[config.mk]
export PLATFORM = sky130hd
export DESIGN_NAME = sbh_kernel
export DESIGN_NICKNAME = d
export VERILOG_FILES = /design/src/sv/sbh_pkg.sv /design/src/sv/sbh_kernel.sv
export SDC_FILE = /design/constraint.sdc
export NUM_CORES = 1
export LEC_CHECK = 0
export BUFFER_PORTS_ARGS = -buffer_cell sky130_fd_sc_hd__buf_4
export CAP_MARGIN = 0
export CORE_UTILIZATION = 37
export CTS_BUF_LIST = sky130_fd_sc_hd__clkbuf_2
export CTS_CLUSTER_DIAMETER = 80
export DETAILED_ROUTE_END_ITERATION = 8
export GPL_ROUTABILITY_DRIVEN = 0
export GPL_TIMING_DRIVEN = 1
export HOLD_SLACK_MARGIN = 0.15
export MAX_ROUTING_LAYER = met4
export PLACE_DENSITY = 0.58
export SLEW_MARGIN = 20
export SYNTH_ARGS = -nofsm -noshare
export SYNTH_HDL_FRONTEND = slang
export SYNTH_SLANG_ARGS = --single-unit
[constraint.sdc]
create_clock -name clock -period 5.9 [get_ports clock]
set_input_delay 1.18 -clock clock [delete_from_list [all_inputs] [get_ports clock]]
set_output_delay 1.18 -clock clock [all_outputs]
set_load 0.05 [all_outputs]
[src/sv/sbh_pkg.sv]
package sbh_pkg;

   localparam int PIXEL_W     = 8;
   localparam int COORD_W     = 9;
   localparam int CFG_W       = 10;
   localparam int CSR_INDEX_W = 4;
   localparam int RSP_DATA_W  = 32;

   localparam logic [PIXEL_W-1:0] VALUE_MAX = 8'd255;

   // register indexes on the configuration channel
   localparam logic [CSR_INDEX_W-1:0] CSR_FRAME_WIDTH  = 4'd0;
   localparam logic [CSR_INDEX_W-1:0] CSR_FRAME_HEIGHT = 4'd1;

   // one filtered pixel with the position facts the result sequencer needs
   typedef struct packed {
      logic [PIXEL_W-1:0] value;
      logic [COORD_W-1:0] row;
      logic [COORD_W-1:0] col;
      logic [COORD_W-1:0] last_col;
      logic               interior;
      logic               at_last_col;
      logic               at_last_row;
   } sbh_item_type;

endpackage

[src/sv/sbh_kernel.sv]
module sbh_kernel (
   input  logic                        clock,
   input  logic                        reset,
   input  logic                        clear,
   input  logic                        advance,
   input  logic                        full,
   input  logic [sbh_pkg::PIXEL_W-1:0] pixel,
   input  logic [sbh_pkg::PIXEL_W-1:0] top_pixel,
   output logic [sbh_pkg::PIXEL_W-1:0] value
);
   import sbh_pkg::*;

   // window: current row at c-2, c-1; row two above at c-2, c-1
   logic [PIXEL_W-1:0] cur0_ff, cur1_ff, top0_ff, top1_ff;
   logic [PIXEL_W+1:0] below, above;
   logic [PIXEL_W+2:0] diff;

   always_ff @(posedge clock) begin
      if (reset || clear) begin
         cur0_ff <= '0;
         cur1_ff <= '0;
         top0_ff <= '0;
         top1_ff <= '0;
      end else if (advance) begin
         cur0_ff <= cur1_ff;
         cur1_ff <= pixel;
         top0_ff <= top1_ff;
         top1_ff <= top_pixel;
      end
   end

   always_comb begin
      below = (PIXEL_W+2)'(cur0_ff) + {1'b0, cur1_ff, 1'b0} + (PIXEL_W+2)'(pixel);
      above = (PIXEL_W+2)'(top0_ff) + {1'b0, top1_ff, 1'b0} + (PIXEL_W+2)'(top_pixel);
      diff  = {1'b0, below} - {1'b0, above};
      if (!full || diff[PIXEL_W+2]) begin
         value = '0;
      end else if (diff[PIXEL_W+1:PIXEL_W] != 2'b00) begin
         value = VALUE_MAX;
      end else begin
         value = diff[PIXEL_W-1:0];
      end
   end

endmodule

==> flow_metrics.tcl, run 1 <==
set metrics [dict create \
    synthToLayoutAreaGrowth_pct 14.8 \
    r2r-start "cur1_ff[3]" \
    synthMuxAreaShare 0.129 \
    core_area_um2 6420 \
    critical_path.cell_chain "buf_4 > inv_1 > fa_1 > fa_1 > inv_1 > fa_1 > inv_1 > ha_1 > o211ai_1 > a21oi_4 > nand4bb_1 > a32o_2 > o21a_1 > buf_4" \
    endpoint_kind "output port" \
    r2r_cells 2 \
    viasPerCell 4.57 \
    power.density_nw_per_um2 272 \
    rows 29 \
    grt_pass1_wl_mm 7.49 \
    cts_root_buffer "clkbuf_2" \
    violations "DRC" \
    p_clk_frac 0.131 \
    synth_fa_ha_area_frac 0.310 \
    htree_levels 2 \
    r2r-end "cur0_ff[3]" \
    grt_use_total 0.138 \
    grt_max_degree 33 \
    fin_util 0.445 \
    crit_type "in2out" \
    vias 1682 \
    cp-start-kind "input pin" \
    ys_types 30 \
    fmax_ghz 0.174 \
    die_w_um 84.0 \
    avgSynthCellArea_um2 9.49 \
    yosysSeqAreaShare 0.258 \
    ys_ff_latch 32 \
    finClkSkew_ns 0.00828 \
    drcViolationCount 3 \
    synth_compound_area_frac 0.0916 \
    clkTransAtPathRegs_ns 0.15 \
    num_antenna_cells 0 \
    finalCriticalPeriod_ns 5.74 \
    vdd_ir_drop_max_uv 120 \
    floorplan.initialDensity 0.387 \
    yosys.area.top_type "dfxtp_1" \
    ios 29 \
    final_common_cell "inv_1" \
    max_stage_delay_ns 0.54 \
    cp.arrival_ns 4.56 \
    crit_slowest_cell "fa_1" \
    reg2reg_slack_ns 5.21 \
    p_switching_mw 0.340 \
    crit_required_ns 4.72 \
    period_share 0.973 \
    synth_top_family_by_area "adder cells" \
    p_comb_frac 0.580 \
    yosysTopAreaCellShare 0.258 \
    crit_buf_inv 5 \
    antenna_left 0 \
    synth_area_leaders "dfxtp_1, fa_1, mux2i_1, inv_1, ha_1" \
    synthSimpleGateAreaFrac 0.0780 \
    path_delay_family "adder cells" \
    setup_viol 0 \
    grt_pass1_vias 1711 \
    leakagePower_nw 1.34 \
    antenna_found_initial 0 \
    cts.path.max_buffers 2 \
    drive_above_1_share 0.175 \
    worstSkewPairLatency_ns 0.35 \
    drt-initial-drc-count 61 \
    yosysWarnings 0 \
    relSlewSlack 0.575 \
    die-height_um 84.0 \
    synth_area_um2 2490 \
    routedWlPerCell_um 11.3 \
    cts_buffers 5 \
    hpwl_mm 3.27 \
    fillCellCount 662 \
    startpoint "top_pixel[4]" \
    synth_xor_xnor_area_share 0.0176 \
    cts.sinks 32 \
    netlist_instances 262 \
    cap_violations 0 \
    min_from "top0_ff[2]" \
    worst_pin_slew_ns 0.638 \
    slew_viol_final 0 \
    status "complete, but fails checks" \
    io_buffers 28 \
    p_seq_frac 0.289 \
    cp.depth 14 \
    dieArea_um2 7050 \
    routed_wl_mm 4.16 \
    grt_overflow 0 \
    tns_ns 0 \
    finalNetCount 354 \
    synth_nets 326 \
    p_int_mw 0.437 \
    final_cell_mix "inv_1, nor2_1, mux2i_1, dfxtp_1" \
    crit_end "value[7]" \
    hold_class "reg2reg" \
    drtPass1Iterations 6 \
    cts_tree "yes" \
    switching_share 0.438 \
    path_max_fanout 8 \
    hold_viol 0 \
]
how the worst min path moves through the flow:
stage                       endpoint  slack (ns)  cells after the start
final                     top0_ff[2]        0.51                      2
after global routing      top0_ff[7]        0.55                      2
after CTS                 top0_ff[2]        0.52                      2
after detailed placement  top0_ff[2]        0.48                      2
after global placement    top0_ff[4]        0.47                      2
after floorplan           cur0_ff[0]        0.46                      2
flip-flops by register name, indices dropped and copies added, names as in the netlist:
signal / flops
cur0_ff: 8
top1_ff: 8
cur1_ff: 8
top0_ff: 8
metrics by stage:
step           instances  setup WS, ns  power, mW  hold WS (ns)  area, um2
5_1_grt              368       -0.0114      0.853         0.548       2860
3_5_place_dp         360        0.0687      0.655         0.481       2770
6_report             368         0.157      0.777         0.512       2860
3_3_place_gp         360        0.0931      0.654         0.474       2770
4_1_cts              368        0.0515      0.762         0.519       2810
2_1_floorplan        262         0.287      0.563         0.460       2490
cell type report:
class,count,area [um2],area share
Multi-Input combinational cell,154,1610,0.563
Clock buffer,5,25.0,0.00876
Sequential cell,32,641,0.224
Timing Repair Buffer,29,218,0.0762
Clock inverter,3,13.8,0.00482
Inverter,68,255,0.0894
Tap cell,77,96.3,0.0337
tightest hold or removal path, stage by stage (launching register included):
cell and delay, ns:
dfxtp_1 0.36, mux2i_1 0.06, nor2_1 0.07
synth_stat cells (all sizes together):
cell type	count
a211oi	1
a21boi	1
a21o	3
a21oi	6
a22oi	1
a32o	1
and3	1
buf	3
clkbuf	5
dfxtp	32
fa	31
ha	12
inv	68
mux2i	32
nand2	1
nand2b	4
nand3	2
nand4bb	1
nor2	35
o211ai	3
o21a	8
o21ai	4
o21bai	1
or2	1
xnor2	4
xor2	1
cells by family (layout without fill, tap and decap cells):
logic type	Yosys count	count (layout)
AOI/OAI and AO/OA	29	29
and+or+nand+nor	45	45
buffers and inverters	76	105
DFF	32	32
xor gates and xnor gates	5	5
muxes	32	32
adders and majority gates	43	43
metal layers:
layer | routed length, um | vias to the layer above | track usage
met5 | 0 | - | -
met1 | 1840 | 803 | 0.157
met4 | 0 | 0 | 0.0235
met2 | 2150 | 24 | 0.247
li1 | - | 855 | -
met3 | 165 | 0 | 0.0336
repair_timing:
item,4_1_cts,5_1_grt
hold buffers,0,0
buffers inserted,0,0
gates resized for setup,0,9
setup endpoints to repair,0,8
power groups by stage:
| stage | Sequential [mW] | Clock, mW | Combinational (mW) |
|---|---|---|---|
| 2_1_floorplan | 0.228 | 0 | 0.335 |
| 3_3_place_gp | 0.229 | 0 | 0.426 |
| 3_5_place_dp | 0.229 | 0 | 0.426 |
| 4_1_cts | 0.224 | 0.109 | 0.429 |
| 5_1_grt | 0.225 | 0.121 | 0.507 |
| 6_report | 0.224 | 0.102 | 0.451 |
Power figures use the tool's default switching activity.
==> run 2: changes to the inputs <==
- CORE_UTILIZATION: 37 -> 30
- CTS_BUF_LIST: sky130_fd_sc_hd__clkbuf_2 -> default
- PLACE_DENSITY: 0.58 -> 0.5
==> flow_metrics.tcl, run 2 (synthesized netlist as in run 1, its figures left out) <==
set metrics [dict create \
    routedWlPerCell_um 11.0 \
    leakagePower_nw 1.35 \
    critical_path.cell_chain "buf_4 > inv_1 > fa_1 > fa_1 > inv_1 > fa_2 > inv_1 > ha_1 > a211oi_2 > o211ai_2 > a21o_1 > a32o_2 > o21a_1 > buf_4" \
    synthToLayoutAreaGrowth_pct 17.4 \
    grt_pass1_vias 1734 \
    slew_viol_final 0 \
    tns_ns 0 \
    antenna_found_initial 0 \
    htree_levels 2 \
    multiInputGateArea_um2 1590 \
    worst_pin_slew_ns 0.636 \
    fillCellCount 815 \
    clkTransAtPathRegs_ns 0.06 \
    relSlewSlack 0.576 \
    crit_type "in2out" \
    routed_wl_mm 4.30 \
    cts.sinks 32 \
    die-height_um 93.0 \
    dpl_cell_area_um2 2810 \
    finalCriticalPeriod_ns 5.73 \
    stdcell_area_um2 2920 \
    ff_latch_area_um2 641 \
    final_cell_mix "inv_1, nor2_1, mux2i_1, dfxtp_1, buf_4" \
    finalNetCount 356 \
    grt_pass1_wl_mm 7.71 \
    drtPass1Iterations 6 \
    io_buffers 28 \
    cp.arrival_ns 4.55 \
    endpoint_kind "output port" \
    drcViolationCount 0 \
    max_stage_delay_ns 0.56 \
    vdd_ir_drop_max_uv 96.2 \
    holdBufCountCts 0 \
    cp-start-kind "input pin" \
    status "completed" \
    cts_tree "yes" \
    path_max_fanout 8 \
    crit_required_ns 4.72 \
    drt-initial-drc-count 37 \
    vias 1676 \
    worstSkewPairLatency_ns 0.28 \
    worst_slack_ns 0.173 \
    num_antenna_cells 0 \
    antenna_left 0 \
    fin_cells 392 \
    fmax_ghz 0.175 \
    cts_root_buffer "clkbuf_8" \
    hpwl_mm 3.46 \
    die_w_um 93.0 \
    ios 29 \
    finClkSkew_ns 0.00345 \
    rows 32 \
    grt_overflow 0 \
    cap_violations 0 \
    grt_max_degree 33 \
    final_common_cell "inv_1" \
    cpMostUsedCell "inv_1" \
    worstHoldPathCells 2 \
    crit_slowest_cell "fa_2" \
    rsz0062_at_grt "no" \
    period_share 0.971 \
    pre_cts_slack_ns 0.0685 \
    hold_viol 0 \
    viasPerCell 4.28 \
    cts_buffers 5 \
    setup_viol 0 \
    r2r_cells 2 \
    dieArea_um2 8660 \
    hold_class "reg2reg" \
    floorplan.initialDensity 0.315 \
    power.density_nw_per_um2 283 \
    grt_use_total 0.117 \
    core_area_um2 7890 \
    cts.path.max_buffers 2 \
    dp_cells 386 \
    drive_above_1_share 0.183 \
]
run 2: cell types whose count changed in the layout (fill, tap and decap cells not counted), moves of 2 or more:
cell	delta
ha_1	-2
clkbuf_2	-5
clkbuf_8	+5
ha_2	+3
clkinv_2	-2
buf_4	+2
run 2: area by class of cell:
type                            count  area share
Inverter                           68      0.0874
Timing Repair Buffer               31      0.0797
Tap cell                          102      0.0437
Sequential cell                    32       0.219
Clock buffer                        5      0.0236
Multi-Input combinational cell    154       0.546
run 2: path summary, 6_finish.rpt:
kind,startpoint,slack [ns],end
max,top_pixel[2],0.17,value[6]
min,top0_ff[5],0.49,top0_ff[5]
max reg2reg,cur1_ff[3],5.23,cur0_ff[3]
min reg2reg,top0_ff[5],0.49,top0_ff[5]
run 2: timing repair:
item                                    CTS  global route
endpoints found under the setup margin    0             8
buffers inserted                          0             1
resized for setup                         0            11
run 2: power breakdown:
group | leakage [nW] | switching, mW | internal, mW | total [mW]
combinational | 1.06 | 0.261 | 0.192 | 0.453
sequential | 0.259 | 0.00333 | 0.221 | 0.224
clock | 0.0359 | 0.0731 | 0.0759 | 0.149
run 2: worst max-delay path, delay by kind of cell:
family,cells,cell delay (ns)
buf+inv,5,0.43
compound gates,5,1.02
fa+ha+maj,4,1.93
run 2: layer usage:
metal	share of wire	GRT usage	vias to the layer above
met5	0	-	-
met4	0.0088	0.0231	0
met3	0.035	0.0276	5
met2	0.50	0.208	24
met1	0.45	0.134	790
li1	-	-	857
run 2: metrics by stage:
stage	hold WS, ns	power (mW)	util
3_3_place_gp	0.474	0.662	0.356
5_1_grt	0.524	0.903	0.370
2_1_floorplan	0.460	0.563	-
4_1_cts	0.497	0.815	0.364
6_report	0.492	0.826	0.370
3_5_place_dp	0.483	0.662	0.356
