`src/sv/sbh_pkg.sv`:
```
package sbh_pkg;

   localparam int PIXEL_W     = 8;
   localparam int COORD_W     = 9;
   localparam int CFG_W       = 10;
   localparam int CSR_INDEX_W = 4;
   localparam int RSP_DATA_W  = 32;

   localparam logic [PIXEL_W-1:0] VALUE_MAX = 8'd255;

   // register indexes on the configuration channel
   localparam logic [CSR_INDEX_W-1:0] CSR_FRAME_WIDTH  = 4'd0;
   localparam logic [CSR_INDEX_W-1:0] CSR_FRAME_HEIGHT = 4'd1;

   // one filtered pixel with the position facts the result sequencer needs
   typedef struct packed {
      logic [PIXEL_W-1:0] value;
      logic [COORD_W-1:0] row;
      logic [COORD_W-1:0] col;
      logic [COORD_W-1:0] last_col;
      logic               interior;
      logic               at_last_col;
      logic               at_last_row;
   } sbh_item_type;

endpackage

```
`src/sv/sbh_emit.sv`:
```
module sbh_emit (
   input  logic                           clock,
   input  logic                           reset,
   input  logic                           in_valid,
   input  sbh_pkg::sbh_item_type          item,
   output logic                           in_done,
   output logic                           rsp_tvalid,
   input  logic                           rsp_tready,
   // rsp_tdata: value [7:0], out_row [16:8], out_col [25:17], zero [31:26]
   output logic [sbh_pkg::RSP_DATA_W-1:0] rsp_tdata,
   // rsp_tlast: last_of_item
   output logic                           rsp_tlast,
   // rsp_tuser: frame_end
   output logic                           rsp_tuser
);
   import sbh_pkg::*;

   localparam logic [3:0] SEL_CENTER     = 4'b0001;
   localparam logic [3:0] SEL_RIGHT_EDGE = 4'b0010;
   localparam logic [3:0] SEL_BOTTOM     = 4'b0100;
   localparam logic [3:0] SEL_CORNER     = 4'b1000;

   logic [3:0]         sent_ff, sent_in;
   logic [3:0]         present, remaining, sel, rest;
   logic               slot_free, load;
   logic               valid_ff, valid_in;
   logic [PIXEL_W-1:0] value_ff, value_in;
   logic [COORD_W-1:0] row_ff, row_in, col_ff, col_in;
   logic               last_ff, last_in, fend_ff, fend_in;
   logic [COORD_W-1:0] row_up, col_left;

   always_comb begin
      present   = {item.at_last_row & item.at_last_col, item.at_last_row,
                   item.at_last_col, 1'b1} & {4{item.interior}};
      remaining = present & ~sent_ff;
      sel       = remaining & (~remaining + 4'd1);
      rest      = remaining & ~sel;
      slot_free = !valid_ff || rsp_tready;
      load      = in_valid && (remaining != 4'd0) && slot_free;
      in_done   = in_valid && ((remaining == 4'd0) || (slot_free && rest == 4'd0));
      row_up    = item.row - COORD_W'(1);
      col_left  = item.col - COORD_W'(1);
   end

   always_comb begin
      sent_in  = sent_ff;
      valid_in = valid_ff;
      value_in = value_ff;
      row_in   = row_ff;
      col_in   = col_ff;
      last_in  = last_ff;
      fend_in  = fend_ff;
      if (in_done) begin
         sent_in = '0;
      end else if (load) begin
         sent_in = sent_ff | sel;
      end
      if (load) begin
         valid_in = 1'b1;
         last_in  = (rest == 4'd0);
         fend_in  = 1'b0;
         value_in = '0;
         unique case (sel)
            SEL_CENTER: begin
               value_in = item.value;
               row_in   = row_up;
               col_in   = col_left;
            end
            SEL_RIGHT_EDGE: begin
               row_in = row_up;
               col_in = item.last_col;
            end
            SEL_BOTTOM: begin
               row_in = item.row;
               col_in = col_left;
            end
            SEL_CORNER: begin
               row_in  = item.row;
               col_in  = item.last_col;
               fend_in = 1'b1;
            end
            default: begin
               row_in = row_ff;
               col_in = col_ff;
            end
         endcase
      end else if (rsp_tready) begin
         valid_in = 1'b0;
      end
   end

   always_ff @(posedge clock) begin
      if (reset) begin
         sent_ff  <= '0;
         valid_ff <= 1'b0;
      end else begin
         sent_ff  <= sent_in;
         valid_ff <= valid_in;
      end
      value_ff <= value_in;
      row_ff   <= row_in;
      col_ff   <= col_in;
      last_ff  <= last_in;
      fend_ff  <= fend_in;
   end

   assign rsp_tvalid = valid_ff;
   assign rsp_tdata  = {(RSP_DATA_W - PIXEL_W - 2*COORD_W)'(0), col_ff, row_ff, value_ff};
   assign rsp_tlast  = last_ff;
   assign rsp_tuser  = fend_ff;

endmodule

```
`config.mk`:
```
export PLATFORM = sky130hd
export DESIGN_NAME = sbh_emit
export DESIGN_NICKNAME = d
export VERILOG_FILES = /design/src/sv/sbh_pkg.sv /design/src/sv/sbh_emit.sv
export SDC_FILE = /design/constraint.sdc
export NUM_CORES = 1
export LEC_CHECK = 0
export BUFFER_PORTS_ARGS = -buffer_cell sky130_fd_sc_hd__buf_2
export CAP_MARGIN = 30
export CELL_PAD_IN_SITES_DETAIL_PLACEMENT = 0
export CELL_PAD_IN_SITES_GLOBAL_PLACEMENT = 1
export CORE_MARGIN = 2
export CORE_UTILIZATION = 38
export CTS_CLUSTER_SIZE = 10
export DETAILED_ROUTE_END_ITERATION = 16
export GPL_ROUTABILITY_DRIVEN = 0
export PLACE_DENSITY = 0.89
export SYNTH_ARGS = -nofsm -noshare
export SYNTH_HDL_FRONTEND = slang
export SYNTH_SLANG_ARGS = --single-unit
export TNS_END_PERCENT = 1
```
`constraint.sdc`:
```
create_clock -name clock -period 2.9 [get_ports clock]
set_clock_uncertainty 0.2 [all_clocks]
set_input_delay 0.58 -clock clock [delete_from_list [all_inputs] [get_ports clock]]
set_output_delay 0.58 -clock clock [all_outputs]
set_load 0.1 [all_outputs]
```
==> metrics.cfg, run 1 <==
[place]
io_buffers=71
dp_hpwl_mm=2.73
dp_cells=278

[timing]
rsz0062_at_grt=false
max_slew_margin_pct=67.0
finalSetupViolCount=0
tns_ns=0
fmax_mhz=395
period_needed_ns=2.53
final_max_slew_viol_count=0
tightest_slew_ns=0.490
finalHoldViolations=0
period_share_pct=87.2

[die]
dieArea_um2=5220
fp.coreArea_um2=4410
pin_count=78
start_util_pct=40.1
row_count=24
die_w_um=72.3
dieHeight_um=72.3

[layout]
multi_input_area_um2=737
fin_nets=277
num-fill-cells=415
drive_gt1_share_pct=44.4
final_common_cell=buf_2
final_cell_mix=buf_2, edfxtp_1, nor2_1
instances_no_fill=286
area_growth_pct=27.8
diodes=0
regArea_um2=941

[setup_path]
start_kind=primary input
startpoint=item[1]
crit_path_cell_trace=buf_2, nor2b_4, maj3_1, nand2_1, o21a_2, o2bb2ai_2, buf_12
crit_buf_inv=2
max_stage_delay_ns=0.32
arrival_ns=1.75
reg2reg_depth=5
r2r-start=sent_ff[3]$_SDFFE_PP0P_
worstSetupPathType=primary input to primary output
cp_max_fo=6
cp_slowest_cell=maj3_1
worstSetupEndpointType=primary output
r2r_slack_ns=0.92
timing.rr.end=sent_ff[3]$_SDFFE_PP0P_
cpLargestDelayFamily=buffers and inverters
required_ns=2.12

[synth]
yosysWarnings=0
synthCells=156
yosys.area.top_type=edfxtp_1
seq_area_frac_synth_pct=53.1
netlist_area_um2=1770
synthDistinctLibCells=40
syn_area_per_cell_um2=11.4
async_flop_share_pct=0
synth-edff-count=28
synthTopCellsByArea=edfxtp_1, a21oi_2, dfxtp_1
synth-seq-cells=33
ys.flop_type=edfxtp_1
yosys.area.top_type_share_pct=47.5

[clocking]
clock_latency_ns=0.28
numCtsBuffers=5
htreeDepth=2
cts_resized=0
postCtsSetupRepairBufs=0
ctsHoldBuffers=0
clock_sinks=33
clk_pin_slew_ns=0.07
cts_tree=done
cts_buffer_depth=2
root_buffer=clkbuf_8

[route]
num_vias=1377
postRouteAntennaNets=0
drcViolationCount=0
via_per_inst=4.81
drt-initial-drc-count=43
drt_first_pass_iters=4
wl_mm=3.51
drt-wirelength-per-cell_um=12.3

[global_route]
grt_pass1_vias=1221
grt_overflow=0
grt_pass1_wl_mm=5.60
grtUsageTotal_pct=14.1
antenna_found_initial=0
grt_max_degree=15

[run_status]
status=finished, final reports clean

[pwr]
combPwrFrac_pct=27.7
p_clk_share_pct=27.4
switching_share_pct=35.5
p_leak_nw=0.928
power.density_nw_per_um2=538
power_switching_mw=0.433
finalPower_mw=1.22
p_int_mw=0.785
vdd_drop_max_mv=0.208
seqPwrFrac_pct=44.9

[worst_hold_path]
whs_path_depth=2
hp-class=register to register
min_from=sent_ff[3]$_SDFFE_PP0P_
hold_path_end=sent_ff[3]$_SDFFE_PP0P_

[run]
cap_violations=0

## stage by stage
step           area [µm²]  setup WS (ns)  util, %  hold WS [ns]
6_report             2260          0.370     51.3         0.258
5_1_grt              2260          0.311     51.3         0.281
4_1_cts              2260          0.375     51.3         0.265
3_5_place_dp         2180          0.378     49.4         0.254
3_3_place_gp         2170          0.388     49.2         0.253
2_1_floorplan        1800          0.177        -         0.235
## how the worst max path moves through the flow
stage,slack (ns),cells after the start,endpoint
floorplan,0.18,4,in_done
global placement,0.39,7,in_done
detailed placement,0.38,7,in_done
CTS,0.38,7,in_done
global route,0.31,6,in_done
finish,0.37,7,in_done
## power groups by stage
stage                     Clock [mW]  Combinational, mW  Sequential, mW
after detailed placement           0              0.339           0.558
after global placement             0              0.336           0.557
after CTS                      0.341              0.340           0.547
after global routing           0.363              0.355           0.549
after floorplan                    0              0.126           0.702
final                          0.333              0.337           0.547
## logic make-up after synthesis
logic type | Yosys count | share of synthesized area, %
AND/OR/NAND/NOR | 60 | 18.8
flip-flops | 33 | 53.1
AO/OA/AOI/OAI | 26 | 11.8
buffers and inverters | 18 | 6.71
XOR/XNOR | 15 | 7.41
adder cells (fa/ha/maj) | 3 | 1.98
other | 1 | 0.212
## per-layer routing
metal | track usage [%] | wire, µm
met4 | 5.66 | 59
met5 | 0 | 0
met3 | 4.31 | 290
met1 | 18.0 | 1470
met2 | 22.2 | 1690
## layout make-up
| cell class | instances | share of cell area, % |
|---|---|---|
| Clock buffer | 6 | 3.20 |
| Sequential cell | 33 | 41.5 |
| Clock inverter | 2 | 0.442 |
| Timing Repair Buffer | 75 | 17.8 |
| Multi-Input combinational cell | 110 | 32.5 |
| Inverter | 8 | 1.55 |
| Tap cell | 52 | 2.87 |
## synth_stat cells, types with 2 or more instances
master    count
buf_4         6
ha_1          2
nor2_1       14
xnor2_1      10
nor3_1        3
nor3b_1       2
edfxtp_1     28
nor4_1        2
inv_1         7
nor2b_1       2
buf_6         3
nand4_1       2
dfxtp_1       5
xor2_1        5
nand2_1      13
a21oi_2      12
and2_1        9
nand2b_1      2
nand3_1       3
a21oi_1       6
## worst register-to-register path: cells and delay by family (launching register included)
| kind | cells | cell delay [ns] |
|---|---|---|
| AND/OR/NAND/NOR | 3 | 1.02 |
| AO/OA/AOI/OAI | 2 | 0.38 |
| flip-flops | 1 | 0.31 |
## sequential cells by signal (all words and copies together), names as in the netlist
register and count:
row_ff 9, rsp_tlast 1, rsp_tuser 1, sent_ff 4, col_ff 9, rsp_tvalid 1
value_ff 8
Note: power is estimated with default switching activity, not from simulation.
==> run 2, diff against run 1 <==
--- a/config.mk
+++ b/config.mk
@@ -10,11 +10,11 @@
 export CELL_PAD_IN_SITES_DETAIL_PLACEMENT = 0
 export CELL_PAD_IN_SITES_GLOBAL_PLACEMENT = 1
 export CORE_MARGIN = 2
-export CORE_UTILIZATION = 38
+export CORE_UTILIZATION = 35
 export CTS_CLUSTER_SIZE = 10
 export DETAILED_ROUTE_END_ITERATION = 16
 export GPL_ROUTABILITY_DRIVEN = 0
-export PLACE_DENSITY = 0.89
+export PLACE_DENSITY = 0.83
 export SYNTH_ARGS = -nofsm -noshare
 export SYNTH_HDL_FRONTEND = slang
 export SYNTH_SLANG_ARGS = --single-unit
==> constraint.sdc (replaced) <==
create_clock -name clock -period 2.4 [get_ports clock]
set_clock_uncertainty 0.2 [all_clocks]
set_input_delay 0.48 -clock clock [delete_from_list [all_inputs] [get_ports clock]]
set_output_delay 0.48 -clock clock [all_outputs]
set_load 0.1 [all_outputs]
==> metrics.cfg, run 2 (synthesis gave the netlist of run 1 again) <==
[place]
io_buffers=71  ; unchanged
placed_area_um2=2240  ; was 2180 µm²
dp_cells=296  ; was 278
dp_hpwl_mm=2.77  ; was 2.73 mm
dp_slack_ns=0.0340  ; was 0.378 ns

[clocking]
htreeDepth=2  ; unchanged
clk_pin_slew_ns=0.07  ; about the same
cts_tree=done  ; unchanged
numCtsBuffers=5  ; unchanged
clock_sinks=33  ; unchanged
cts_buffer_depth=2  ; unchanged
clock_latency_ns=0.28  ; about the same
ctsHoldBuffers=0  ; unchanged
root_buffer=clkbuf_8  ; unchanged

[layout]
final_cell_mix=buf_2, edfxtp_1, nor2_1  ; unchanged
num-fill-cells=481  ; was 415
multi_input_area_um2=752  ; was 737 µm²
diodes=0  ; unchanged
design_area_um2=2330  ; was 2260 µm²
area_growth_pct=31.8  ; was 27.8%
fin_nets=281  ; was 277
regArea_um2=947  ; was 941 µm²
drive_gt1_share_pct=47.1  ; was 44.4%
final_common_cell=buf_2  ; unchanged
largest_registers=col_ff x9, row_ff x9, value_ff x8  ; unchanged
instances_no_fill=305  ; was 286

[die]
dieArea_um2=5650  ; was 5220 µm²
row_count=25  ; was 24
pin_count=78  ; unchanged
fp.coreArea_um2=4820  ; was 4410 µm²
die_w_um=75.1  ; was 72.3 µm
start_util_pct=36.8  ; was 40.1%
dieHeight_um=75.1  ; was 72.3 µm

[route]
postRouteAntennaNets=0  ; unchanged
drt-wirelength-per-cell_um=11.3  ; was 12.3 µm
drcViolationCount=0  ; unchanged
via_per_inst=4.33  ; was 4.81
drt_first_pass_iters=4  ; unchanged
wl_mm=3.46  ; was 3.51 mm
num_vias=1321  ; was 1377
drt-initial-drc-count=36  ; was 43

[pwr]
power_switching_mw=0.518  ; was 0.433 mW
p_int_mw=0.953  ; was 0.785 mW
seqPwrFrac_pct=44.9  ; about the same
p_leak_nw=0.951  ; was 0.928 nW
switching_share_pct=35.2  ; was 35.5%
power.density_nw_per_um2=630  ; was 538 nW/µm²
combPwrFrac_pct=28.2  ; was 27.7%
vdd_drop_max_mv=0.259  ; was 0.208 mV
p_clk_share_pct=26.9  ; was 27.4%

[worst_hold_path]
min_from=reset  ; was sent_ff[3]$_SDFFE_PP0P_
hp-class=primary input to register  ; was register to register

[run_status]
status=finished, final reports clean  ; unchanged

[setup_path]
worstSetupEndpointType=primary output  ; unchanged
startpoint=item[0]  ; was item[1]
r2r-start=sent_ff[1]$_SDFFE_PP0P_  ; was sent_ff[3]$_SDFFE_PP0P_
arrival_ns=1.67  ; was 1.75 ns
cp_max_fo=3  ; was 6
worstSetupPathType=primary input to primary output  ; unchanged
required_ns=1.72  ; was 2.12 ns
start_kind=primary input  ; unchanged

[timing]
max_slew_margin_pct=64.1  ; was 67.0%
period_share_pct=97.8
finalHoldViolations=0  ; unchanged
final_max_slew_viol_count=0  ; unchanged
tightest_slew_ns=0.537  ; was 0.490 ns
fmax_mhz=426
setup_ws_ns=0.0530  ; was 0.370 ns
rsz0062_at_grt=false  ; unchanged
finalSetupViolCount=0  ; unchanged
tns_ns=0  ; unchanged
period_needed_ns=2.35

[global_route]
grtUsageTotal_pct=12.2  ; was 14.1%
grt_max_degree=11  ; was 15
antenna_found_initial=0  ; unchanged
grt_pass1_vias=1099  ; was 1221
grt_overflow=0  ; unchanged
grt_pass1_wl_mm=5.09  ; was 5.60 mm

[run]
cap_violations=0  ; unchanged

==> run 2: cell count changes in the layout (fill, tap and decap cells not counted) <==
cell       previous run  this run
buf_4                 3         7
dfxtp_1               5         2
dfxtp_2               0         2
dfxtp_4               0         1
nand2_1              13        12
nand2_2               0         1
o2bb2ai_2             1         0
o2bb2ai_4             0         1
==> run 2: final cells by class <==
type | count | area share (%)
inverter | 8 | 1.50
tap | 67 | 3.59
clock buffer | 6 | 3.11
clock inverter | 2 | 0.429
sequential | 33 | 40.6
timing repair buffer | 79 | 18.6
multi-input combinational | 110 | 32.2
==> run 2: routing by layer <==
| metal | vias to the layer above | routed length [µm] | GRT usage (%) |
|---|---|---|---|
| met2 | 54 | 1590 | 19.0 |
| li1 | 699 | - | - |
| met4 | 0 | 54 | 4.09 |
| met1 | 562 | 1530 | 15.6 |
| met3 | 6 | 279 | 4.69 |
| met5 | - | 0 | 0 |
==> run 2: metrics by stage <==
| stage | hold WS [ns] | utilization [%] | power, mW |
|---|---|---|---|
| floorplan | 0.235 | - | 1.00 |
| global placement | 0.251 | 46.2 | 1.09 |
| detailed placement | 0.252 | 46.4 | 1.09 |
| CTS | 0.159 | 48.2 | 1.49 |
| global route | 0.163 | 48.5 | 1.54 |
| finish | 0.175 | 48.5 | 1.47 |
==> run 2: final timing paths <==
check	endpoint	slack, ns	depth (start not counted)
worst min-delay path	rsp_tvalid$_SDFFE_PP0P_	0.17	2
worst min register to register	sent_ff[3]$_SDFFE_PP0P_	0.26	2
worst max register to register	col_ff[5]$_DFFE_PP_	0.58	5
worst max-delay path	in_done	0.05	7
==> run 2: power groups by stage <==
| stage | logic, mW | registers (mW) | clock network [mW] |
|---|---|---|---|
| final | 0.415 | 0.660 | 0.395 |
| after global routing | 0.437 | 0.664 | 0.437 |
| after CTS | 0.416 | 0.662 | 0.415 |
| after detailed placement | 0.415 | 0.674 | 0 |
| after global placement | 0.414 | 0.673 | 0 |
| after floorplan | 0.156 | 0.848 | 0 |
==> run 2: worst max-delay path, stage by stage <==
cell,delay (ns)
buf_2,0.11
nor2b_1,0.15
maj3_1,0.37
nand2_2,0.08
o21a_2,0.16
o2bb2ai_4,0.12
buf_12,0.18
==> run 2: repair_timing <==
action,in CTS,in global routing
gates resized for setup,1,4
setup endpoints to repair,1,1
gates cloned,0,0
setup buffers,0,1
==> run 3, diff against run 2 <==
--- a/config.mk
+++ b/config.mk
@@ -5,16 +5,17 @@
 export SDC_FILE = /design/constraint.sdc
 export NUM_CORES = 1
 export LEC_CHECK = 0
+export ABC_AREA = 0
 export BUFFER_PORTS_ARGS = -buffer_cell sky130_fd_sc_hd__buf_2
 export CAP_MARGIN = 30
 export CELL_PAD_IN_SITES_DETAIL_PLACEMENT = 0
 export CELL_PAD_IN_SITES_GLOBAL_PLACEMENT = 1
 export CORE_MARGIN = 2
-export CORE_UTILIZATION = 35
+export CORE_UTILIZATION = 38
 export CTS_CLUSTER_SIZE = 10
 export DETAILED_ROUTE_END_ITERATION = 16
 export GPL_ROUTABILITY_DRIVEN = 0
-export PLACE_DENSITY = 0.83
+export PLACE_DENSITY = 0.89
 export SYNTH_ARGS = -nofsm -noshare
 export SYNTH_HDL_FRONTEND = slang
 export SYNTH_SLANG_ARGS = --single-unit
==> constraint.sdc (replaced) <==
create_clock -name clock -period 2.8 [get_ports clock]
set_clock_uncertainty 0.2 [all_clocks]
set_input_delay 0.56 -clock clock [delete_from_list [all_inputs] [get_ports clock]]
set_output_delay 0.56 -clock clock [all_outputs]
set_load 0.1 [all_outputs]
==> metrics.cfg, run 3 (synthesis gave the netlist of run 1 again) <==
[run_status]
status=finished, final reports clean  ; unchanged

[timing]
period_share_pct=89.1
finalSetupViolCount=0  ; unchanged
max_slew_margin_pct=64.8  ; was 64.1%
tightest_slew_ns=0.527  ; was 0.537 ns
fmax_mhz=401
period_needed_ns=2.49
rsz0062_at_grt=false  ; unchanged
tns_ns=0  ; unchanged
finalHoldViolations=0  ; unchanged
final_max_slew_viol_count=0  ; unchanged

[setup_path]
cp_slowest_cell=dfxtp_1  ; was maj3_1
max_stage_delay_ns=0.46  ; was 0.37 ns
crit_path_cell_trace=inv_6, maj3_1, nand2_1, o21a_2, o2bb2ai_2, buf_12  ; was buf_2, nor2b_1, maj3_1, nand2_2, o21a_2, o2bb2ai_4, buf_12
worstSetupEndpointType=primary output  ; unchanged
worstSetupPathType=register to primary output  ; was primary input to primary output
arrival_ns=1.73  ; was 1.67 ns
start_kind=register  ; was primary input
cp_max_fo=6  ; was 3
reg2reg_depth=5  ; unchanged
required_ns=2.04  ; was 1.72 ns

[die]
fp.coreArea_um2=4410  ; was 4820 µm²
row_count=24  ; was 25
dieArea_um2=5220  ; was 5650 µm²
die_w_um=72.3  ; was 75.1 µm
dieHeight_um=72.3  ; was 75.1 µm
pin_count=78  ; unchanged
start_util_pct=40.1  ; was 36.8%

[route]
wl_mm=3.47  ; was 3.46 mm
via_per_inst=4.78  ; was 4.33
num_vias=1368  ; was 1321
wl_met2_mm=1.62  ; was 1.59 mm
drt-wirelength-per-cell_um=12.1  ; was 11.3 µm
drt-initial-drc-count=29  ; was 36
highest_layer=met4  ; unchanged
drcViolationCount=0  ; unchanged
wl_met3_um=296  ; was 279 µm
postRouteAntennaNets=0  ; unchanged
drt_first_pass_iters=4  ; unchanged
wl_met1_mm=1.47  ; was 1.53 mm

[global_route]
grtUsageTotal_pct=13.9  ; was 12.2%
grt_overflow=0  ; unchanged
grt_pass1_vias=1208  ; was 1099
grt_pass1_wl_mm=5.44  ; was 5.09 mm
antenna_found_initial=0  ; unchanged
grt_max_degree=12  ; was 11

[clocking]
cts_buffer_depth=2  ; unchanged
root_buffer=clkbuf_8  ; unchanged
numCtsBuffers=5  ; unchanged
clk_pin_slew_ns=0.07  ; about the same
postCtsSetupRepairBufs=0  ; unchanged
cts_tree=done  ; unchanged
cts_resized=0  ; was 1
clock_latency_ns=0.28  ; about the same
htreeDepth=2  ; unchanged
ctsHoldBuffers=0  ; unchanged
clock_sinks=33  ; unchanged

[layout]
instances_no_fill=286  ; was 305
final_cell_mix=buf_2, edfxtp_1, nor2_1  ; unchanged
final_common_cell=buf_2  ; unchanged
area_growth_pct=27.8  ; was 31.8%
largest_registers=col_ff x9, row_ff x9, value_ff x8  ; unchanged
drive_gt1_share_pct=44.4  ; was 47.1%
diodes=0  ; unchanged
fin_nets=277  ; was 281
postLayoutCoreUtil_pct=51.3  ; was 48.5%

[pwr]
p_leak_nw=0.928  ; was 0.951 nW
vdd_drop_max_mv=0.198  ; was 0.259 mV
power.density_nw_per_um2=556  ; was 630 nW/µm²

[run]
cap_violations=0  ; unchanged

[place]
dp_cells=278  ; was 296
io_buffers=71  ; unchanged
dp_hpwl_mm=2.74  ; was 2.77 mm

[worst_hold_path]
hp-class=primary input to register  ; unchanged
whs_path_depth=2  ; unchanged

run 3: through the flow:
| stage | worst slack (ns) | hold WS (ns) | area (µm²) | power [mW] |
|---|---|---|---|---|
| final | 0.306 | 0.254 | 2260 | 1.26 |
| after global routing | 0.209 | 0.254 | 2260 | 1.31 |
| after CTS | 0.302 | 0.250 | 2260 | 1.27 |
| after detailed placement | 0.319 | 0.267 | 2180 | 0.929 |
| after global placement | 0.324 | 0.258 | 2170 | 0.925 |
| after floorplan | 0.117 | 0.235 | 1800 | 0.858 |
run 3: layer usage:
metal,GRT usage [%],up-vias
li1,-,689
met1,17.2,618
met2,21.7,54
met3,5.14,7
met4,6.29,0
met5,0,-
run 3: where the power goes:
| part | internal, mW | switching, mW |
|---|---|---|
| sequential | 0.561 | 0.00552 |
| clock | 0.172 | 0.171 |
| combinational | 0.0798 | 0.270 |
| total | 0.813 | 0.446 |
run 3: final cells by class:
type,count,area (µm²)
fillers,417,2150
flip-flops and latches,33,941
multi-input cells,110,737
repair buffers,75,404
clock buffers,6,72.6
well taps,52,65.1
inverters,8,35.0
clock inverters,2,10.0
run 3: worst max-delay path, delay by kind of cell (launching register included):
family,cells,cell delay [ns]
simple gates,1,0.10
flops,1,0.46
fa+ha+maj,1,0.34
buf+inv,2,0.26
compound gates,2,0.27
run 3: final timing paths:
| path | startpoint | end | slack [ns] |
|---|---|---|---|
| max | sent_ff[0]$_SDFFE_PP0P_ | in_done | 0.31 |
| min | reset | rsp_tvalid$_SDFFE_PP0P_ | 0.25 |
| max reg2reg | sent_ff[3]$_SDFFE_PP0P_ | sent_ff[3]$_SDFFE_PP0P_ | 0.76 |
| min reg2reg | sent_ff[3]$_SDFFE_PP0P_ | sent_ff[3]$_SDFFE_PP0P_ | 0.27 |
